## config.mk

```make
export PLATFORM = sky130hd
export DESIGN_NAME = frame_checksum_port_router_unit
export DESIGN_NICKNAME = d
export VERILOG_FILES = /design/src/rtl/core/fcpr_pkg.sv /design/src/rtl/core/fcpr_in_reg.sv /design/src/rtl/core/fcpr_check.sv /design/src/rtl/core/frame_checksum_port_router_unit.sv
export SDC_FILE = /design/constraint.sdc
export NUM_CORES = 1
export LEC_CHECK = 0
export ABC_CLOCK_PERIOD_IN_PS = 32200
export BUFFER_PORTS_ARGS = -buffer_cell sky130_fd_sc_hd__buf_2
export CAP_MARGIN = 20
export CORE_MARGIN = 2
export CORE_UTILIZATION = 45
export CTS_CLUSTER_SIZE = 40
export DETAILED_ROUTE_END_ITERATION = 8
export PLACE_DENSITY = 0.67
export SLEW_MARGIN = 20
export SYNTH_ARGS = -nofsm -noshare
export SYNTH_HDL_FRONTEND = slang
export SYNTH_SLANG_ARGS = --single-unit
```

## constraint.sdc

```tcl
create_clock -name clk -period 32.2 [get_ports clk]
set_clock_uncertainty 0.05 [all_clocks]
set_input_delay 8.05 -clock clk [delete_from_list [all_inputs] [get_ports clk]]
set_output_delay 8.05 -clock clk [all_outputs]
set_load 0.01 [all_outputs]
```

## src/rtl/core/fcpr_pkg.sv

```systemverilog
// ============================================================================
// fcpr_pkg
// Shared types, codes and helpers of the frame checksum port router.
// ============================================================================
`default_nettype none

package fcpr_pkg;

    localparam int unsigned SUM_W = 16;

    localparam logic [1:0] ACK_OK          = 2'd0;
    localparam logic [1:0] ACK_CSUM_ERR    = 2'd1;
    localparam logic [1:0] ACK_PORT_CLOSED = 2'd2;

    localparam logic [0:0] REG_OPEN_PORTS = 1'd0;

    typedef struct packed {
        logic [31:0] data_word;
        logic        last_word;
        logic [15:0] port;
        logic [15:0] msg_number;
        logic [15:0] received_checksum;
    } frame_item_t;

    typedef struct packed {
        logic [1:0]  ack_code;
        logic [15:0] computed_checksum;
        logic [15:0] forward_checksum;
        logic [15:0] dest_port;
    } result_item_t;

    // Sixteen-bit ones'-complement add with end-around carry.
    function automatic logic [SUM_W-1:0] oc_add(input logic [SUM_W-1:0] a,
                                                input logic [SUM_W-1:0] b);
        logic [SUM_W:0]   s;
        logic [SUM_W:0]   f;
        s = {1'b0, a} + {1'b0, b};
        f = {1'b0, s[SUM_W-1:0]} + {{SUM_W{1'b0}}, s[SUM_W]};
        return f[SUM_W-1:0];
    endfunction

endpackage

`default_nettype wire

```

## src/rtl/core/fcpr_in_reg.sv

```systemverilog
// ============================================================================
// fcpr_in_reg
// Input register that holds one accepted frame word until it is consumed.
// ============================================================================
`default_nettype none

module fcpr_in_reg (
    input  wire logic                 clk,
    input  wire logic                 rst_n,
    input  wire logic                 frame_valid,
    output logic                      frame_ready,
    input  wire fcpr_pkg::frame_item_t frame,
    input  wire logic                 take,
    output logic                      hold_valid,
    output fcpr_pkg::frame_item_t     hold
);
    import fcpr_pkg::*;

    logic        valid_reg;
    logic        valid_next;
    frame_item_t item_reg;

    assign frame_ready = !valid_reg || take;
    assign hold_valid  = valid_reg;
    assign hold        = item_reg;

    always_comb
    begin
        valid_next = valid_reg;
        if (frame_valid && frame_ready)
        begin
            valid_next = 1'b1;
        end
        else if (take)
        begin
            valid_next = 1'b0;
        end
    end

    always_ff @(posedge clk or negedge rst_n)
    begin
        if (!rst_n)
        begin
            valid_reg <= 1'b0;
        end
        else
        begin
            valid_reg <= valid_next;
        end
    end

    always_ff @(posedge clk)
    begin
        if (frame_valid && frame_ready)
        begin
            item_reg <= frame;
        end
    end

endmodule

`default_nettype wire

```

## src/rtl/core/fcpr_check.sv

```systemverilog
// ============================================================================
// fcpr_check
// Running payload sum, checksum verification and open-port lookup.
// ============================================================================
`default_nettype none

module fcpr_check #(
    parameter int unsigned PORTS = 16
) (
    input  wire logic                  clk,
    input  wire logic                  rst_n,
    input  wire fcpr_pkg::frame_item_t item,
    input  wire logic                  take,
    input  wire logic [15:0]           open_mask,
    output fcpr_pkg::result_item_t     result
);
    import fcpr_pkg::*;

    logic [SUM_W-1:0] payload_sum_reg;
    logic [SUM_W-1:0] payload_sum_next;
    logic [SUM_W-1:0] word_sum;
    logic [SUM_W-1:0] full_sum;
    logic [SUM_W-1:0] computed;
    logic [15:0]      port_idx;
    logic             in_range;
    logic             port_open;

    always_comb
    begin
        word_sum  = oc_add(oc_add(payload_sum_reg, item.data_word[15:0]),
                           item.data_word[31:16]);
        full_sum  = oc_add(oc_add(word_sum, item.port), item.msg_number);
        computed  = ~full_sum;
        port_idx  = item.port - 16'd1;
        in_range  = (item.port != 16'd0) && (item.port <= 16'(PORTS));
        port_open = in_range && open_mask[port_idx[3:0]];

        result.computed_checksum = computed;
        result.dest_port         = item.port;
        if (computed != item.received_checksum)
        begin
            result.ack_code         = ACK_CSUM_ERR;
            result.forward_checksum = '0;
        end
        else if (!port_open)
        begin
            result.ack_code         = ACK_PORT_CLOSED;
            result.forward_checksum = '0;
        end
        else
        begin
            result.ack_code         = ACK_OK;
            result.forward_checksum = ~word_sum;
        end

        payload_sum_next = payload_sum_reg;
        if (take)
        begin
            payload_sum_next = item.last_word ? '0 : word_sum;
        end
    end

    always_ff @(posedge clk or negedge rst_n)
    begin
        if (!rst_n)
        begin
            payload_sum_reg <= '0;
        end
        else
        begin
            payload_sum_reg <= payload_sum_next;
        end
    end

endmodule

`default_nettype wire

```

## src/rtl/core/frame_checksum_port_router_unit.sv

```systemverilog
// ============================================================================
// frame_checksum_port_router_unit
// Verifies frame checksums word by word and acknowledges each frame.
// ============================================================================
// Frame words arrive on the frame channel (valid/ready), one 32-bit payload
// word per transfer. The transfer with last_word set also carries the port,
// the message number and the received checksum, and it produces exactly one
// transfer on the result channel with the acknowledge code, the computed
// checksum, the payload-only checksum, zero for a failed frame, and the port.
// A word is accepted into an input register; from there the running sum is
// updated and, for a last word, the result register is loaded. The result is
// presented from the result register. One word is taken every cycle unless a
// last word has to wait for the result register to be free.
// When the receiver stalls, words that are not last keep flowing into the
// sum; a last word waits in the input register until the result register is
// free, and the frame channel then holds ready low.
// Reset clears the running sum, the open-port mask and all valid flags.
// The open-port mask is written through the APB port at address 0.
// ============================================================================
`default_nettype none

module frame_checksum_port_router_unit #(
    parameter int unsigned PORTS = 16
) (
    input  wire logic                   clk,
    input  wire logic                   rst_n,
    input  wire logic                   frame_valid,
    output logic                        frame_ready,
    input  wire fcpr_pkg::frame_item_t  frame,
    output logic                        result_valid,
    input  wire logic                   result_ready,
    output fcpr_pkg::result_item_t      result,
    input  wire logic                   psel,
    input  wire logic                   penable,
    input  wire logic                   pwrite,
    input  wire logic [2:0]             paddr,
    input  wire logic [31:0]            pwdata,
    output logic [31:0]                 prdata,
    output logic                        pready
);
    import fcpr_pkg::*;

    logic             hold_valid;
    frame_item_t      hold;
    logic             take;
    logic             out_free;
    result_item_t     check_result;
    logic [PORTS-1:0] open_ports_reg;
    logic [15:0]      open_mask;
    logic             reg_hit;
    logic             result_valid_reg;
    logic             result_valid_next;
    result_item_t     result_reg;

    assign pready    = 1'b1;
    assign reg_hit   = (paddr[2] == REG_OPEN_PORTS) && (paddr[1:0] == 2'b00);
    assign open_mask = 16'(open_ports_reg);
    assign prdata    = reg_hit ? {16'd0, open_mask} : 32'd0;

    always_ff @(posedge clk or negedge rst_n)
    begin
        if (!rst_n)
        begin
            open_ports_reg <= '0;
        end
        else if (psel && penable && pwrite && pready && reg_hit)
        begin
            open_ports_reg <= pwdata[PORTS-1:0];
        end
    end

    assign out_free = !result_valid_reg || result_ready;
    assign take     = hold_valid && (!hold.last_word || out_free);

    fcpr_in_reg u_in_reg (
        .clk         (clk),
        .rst_n       (rst_n),
        .frame_valid (frame_valid),
        .frame_ready (frame_ready),
        .frame       (frame),
        .take        (take),
        .hold_valid  (hold_valid),
        .hold        (hold)
    );

    fcpr_check #(
        .PORTS (PORTS)
    ) u_check (
        .clk       (clk),
        .rst_n     (rst_n),
        .item      (hold),
        .take      (take),
        .open_mask (open_mask),
        .result    (check_result)
    );

    always_comb
    begin
        result_valid_next = result_valid_reg;
        if (take && hold.last_word)
        begin
            result_valid_next = 1'b1;
        end
        else if (result_ready)
        begin
            result_valid_next = 1'b0;
        end
    end

    always_ff @(posedge clk or negedge rst_n)
    begin
        if (!rst_n)
        begin
            result_valid_reg <= 1'b0;
        end
        else
        begin
            result_valid_reg <= result_valid_next;
        end
    end

    always_ff @(posedge clk)
    begin
        if (take && hold.last_word)
        begin
            result_reg <= check_result;
        end
    end

    assign result_valid = result_valid_reg;
    assign result       = result_reg;

    a_fwd_zero_on_error: assert property (@(posedge clk) disable iff (!rst_n)
        result_valid && (result.ack_code != ACK_OK) |-> result.forward_checksum == 16'd0)
        else $error("forward checksum not zero on a failed frame");

    a_ok_port_in_range: assert property (@(posedge clk) disable iff (!rst_n)
        result_valid && (result.ack_code == ACK_OK)
        |-> (result.dest_port != 16'd0) && (result.dest_port <= 16'(PORTS)))
        else $error("frame acknowledged ok on a port out of range");

    a_accept_fills_hold: assert property (@(posedge clk) disable iff (!rst_n)
        frame_valid && frame_ready |=> hold_valid)
        else $error("accepted transfer not held in the input register");

    a_last_needs_room: assert property (@(posedge clk) disable iff (!rst_n)
        take && hold.last_word |-> out_free)
        else $error("result register overwritten while occupied");

endmodule

`default_nettype wire

```

==> impl_metrics.json <==
{
  "hold_path_depth": 2,
  "rsz0062_at_grt": "false",
  "min-delay-start": "u_check.payload_sum_reg[0]$_DFFE_PN0P_",
  "tns_ns": 0,
  "synth_cells": 900,
  "ys_seq_elements": 165,
  "cts_root_buffer": "clkbuf_16",
  "vias_per_cell": 5.38,
  "ctsHoldBuffers": 0,
  "setup_viol": 0,
  "worst_slew_pin_slew_ns": 1.08,
  "nets": 1282,
  "cts_tree": "yes",
  "synth.avg_cell_area_sq_um": 11.4,
  "clock-sinks": 165,
  "maxCapViolations": 0,
  "clk_path_buf_depth": 2,
  "port_buffers": 174,
  "row_count": 55,
  "final_common_cell": "buf_2",
  "timing.rr.start": "u_check.payload_sum_reg[0]$_DFFE_PN0P_",
  "ant_nets": 0,
  "arrival_ns": 9.09,
  "grt_pass1_vias": 7386,
  "critPathLaunchType": "input pin",
  "yosys_most_used_dff": "edfxtp_1",
  "floorplan.initialDensity": 0.455,
  "critPathMaxStageDelay_ns": 0.58,
  "routed_wirelength_mm": 22.6,
  "slew_violations": 0,
  "num_vias": 7441,
  "slew_headroom": 0.279,
  "grtUsageTotal": 0.193,
  "crit-reg2reg-capture": "result[17]$_SDFFCE_PP0P_",
  "io-pin-count": 208,
  "min_to": "u_check.payload_sum_reg[0]$_DFFE_PN0P_",
  "first_pass_iters": 5,
  "cts_resized": 0,
  "synth_edf_count": 131,
  "grt_max_degree": 82,
  "dieHeight_microns": 155,
  "routabilityCongestion": 0.889,
  "grt_pass1_wl_mm": 36.3,
  "hold_viol": 0,
  "area_growth_pct": 17.3,
  "drtIter0Drc": 295,
  "crit_family": "simple AND/OR/NAND/NOR gates",
  "path_class": "in2out",
  "cp-end-kind": "output pin",
  "mostFrequentLayoutCells": "174 x buf_2, 131 x edfxtp_1, 73 x ha_1",
  "wl_per_cell_microns": 16.4,
  "coreArea_sq_um": 22500,
  "r2r_slack_ns": 17.55,
  "critPathBufInv": 2,
  "cts_buffers": 17,
  "layout-drive-gt1-share": 0.241,
  "crit_slowest_cell": "nor3_2",
  "reg2regPathDepth": 64,
  "clock_latency_ns": 0.44,
  "yosysWarnings": 0,
  "grt-ovfl-total": 0,
  "path_cells": "buf_2 > nor3_2 > and2_1 > buf_2",
  "antenna_found_initial": 3,
  "ys_types": 74,
  "fillers": 1987,
  "status": "completed",
  "post_cts_buffers": 0,
  "required_ns": 24.10,
  "fmax_mhz": 58.2,
  "largest_reg_flops": 81,
  "ys_seq_area_frac": 0.467,
  "ys_async_sr_fraction": 0.206,
  "die_area_sq_um": 24000,
  "fin_crit_ns": 17.19,
  "die_width_microns": 155,
  "finalCritPeriodShare": 0.534,
  "cp_max_fo": 17,
  "htree_levels": 4,
  "route.detailed.drc": 0,
  "synth_area_sq_um": 10200,
  "crit_top_cell": "buf_2",
  "hp-class": "reg2reg",
  "path_clk_slew_ns": 0.07,
  "dp_hpwl_mm": 17.3
}
synthesized netlist by cell type, drive strengths merged (5+ instances only):
cell type / count / area (sq um)
edfxtp: 131 / 3930
ha: 73 / 913
nor2: 66 / 273
xnor2: 60 / 526
nand2: 48 / 180
xor2: 41 / 359
a21oi: 40 / 204
dfrtp: 34 / 851
inv: 32 / 120
o21ai: 30 / 154
nand3: 27 / 140
and2: 25 / 156
nor3: 24 / 120
a21o: 23 / 173
buf: 21 / 153
mux2: 17 / 191
nor2b: 15 / 93.8
a22o: 14 / 123
a211oi: 12 / 110
and3: 10 / 63.8
nor4: 10 / 75.1
o2111ai: 10 / 93.8
a31oi: 9 / 56.3
o211ai: 9 / 81.3
o21a: 9 / 67.6
or3: 9 / 56.3
nand4: 8 / 50.1
or2: 8 / 50.1
clkbuf: 7 / 26.3
a311oi: 6 / 70.1
xnor3: 6 / 135
a211o: 5 / 43.8
and4: 5 / 43.8
o31ai: 5 / 37.5
worst register-to-register path, delay by kind of cell, from the launching register on:
kind | cells | cell delay, ns
AO/OA/AOI/OAI | 29 | 6.76
XOR/XNOR | 3 | 0.65
adder cells (fa/ha/maj) | 11 | 2.85
buffers and inverters | 1 | 0.05
flip-flops | 1 | 0.36
AND/OR/NAND/NOR | 20 | 3.66
worst max-delay path by stage:
stage | startpoint | end | slack [ns] | cells past startpoint
3_3_place_gp | paddr[1] | prdata[10] | 14.79 | 4
4_1_cts | paddr[1] | prdata[14] | 14.70 | 4
3_5_place_dp | paddr[1] | prdata[14] | 14.70 | 4
5_1_grt | paddr[1] | prdata[0] | 14.91 | 4
2_1_floorplan | paddr[1] | prdata[10] | 15.25 | 3
6_report | paddr[1] | prdata[14] | 15.01 | 4
stage by stage:
| stage | utilization | cell area, sq um | instances | worst slack (ns) | hold WS, ns |
|---|---|---|---|---|---|
| 2_1_floorplan | - | 10300 | 915 | 15.25 | 0.393 |
| 4_1_cts | 0.532 | 12000 | 1379 | 14.70 | 0.447 |
| 6_report | 0.534 | 12000 | 1383 | 15.01 | 0.442 |
| 3_5_place_dp | 0.505 | 11400 | 1347 | 14.70 | 0.427 |
| 5_1_grt | 0.534 | 12000 | 1383 | 14.91 | 0.449 |
| 3_3_place_gp | 0.505 | 11400 | 1347 | 14.79 | 0.430 |
per-layer routing:
layer	vias up	track usage	part of all wire
li1	3722	-	-
met1	3503	0.235	0.43
met2	183	0.346	0.51
met3	33	0.0334	0.036
met4	0	0.0648	0.026
met5	-	0	0
cell type report:
class	count	area [sq um]	share of cell area
clock inverters	12	126	0.0105
multi-input cells	690	5240	0.436
clock buffers	20	479	0.0399
inverters	32	120	0.0100
flip-flops and latches	165	4780	0.398
well taps	285	357	0.0297
repair buffers	176	906	0.0754
diodes	3	7.51	0.000625
cell families after synthesis:
kind of cell    count (synthesis)  share of synthesized area
simple gates                  268                      0.137
compound gates                197                      0.139
flops                         165                      0.467
xor+xnor                      107                     0.0995
fa+ha+maj                      77                     0.0969
buf+inv                        60                     0.0292
mux                            24                     0.0304
other cells                     2                   0.000733
Power is not shown: default switching activity piles up to over one toggle a cycle in this logic, so the estimate is an artifact.
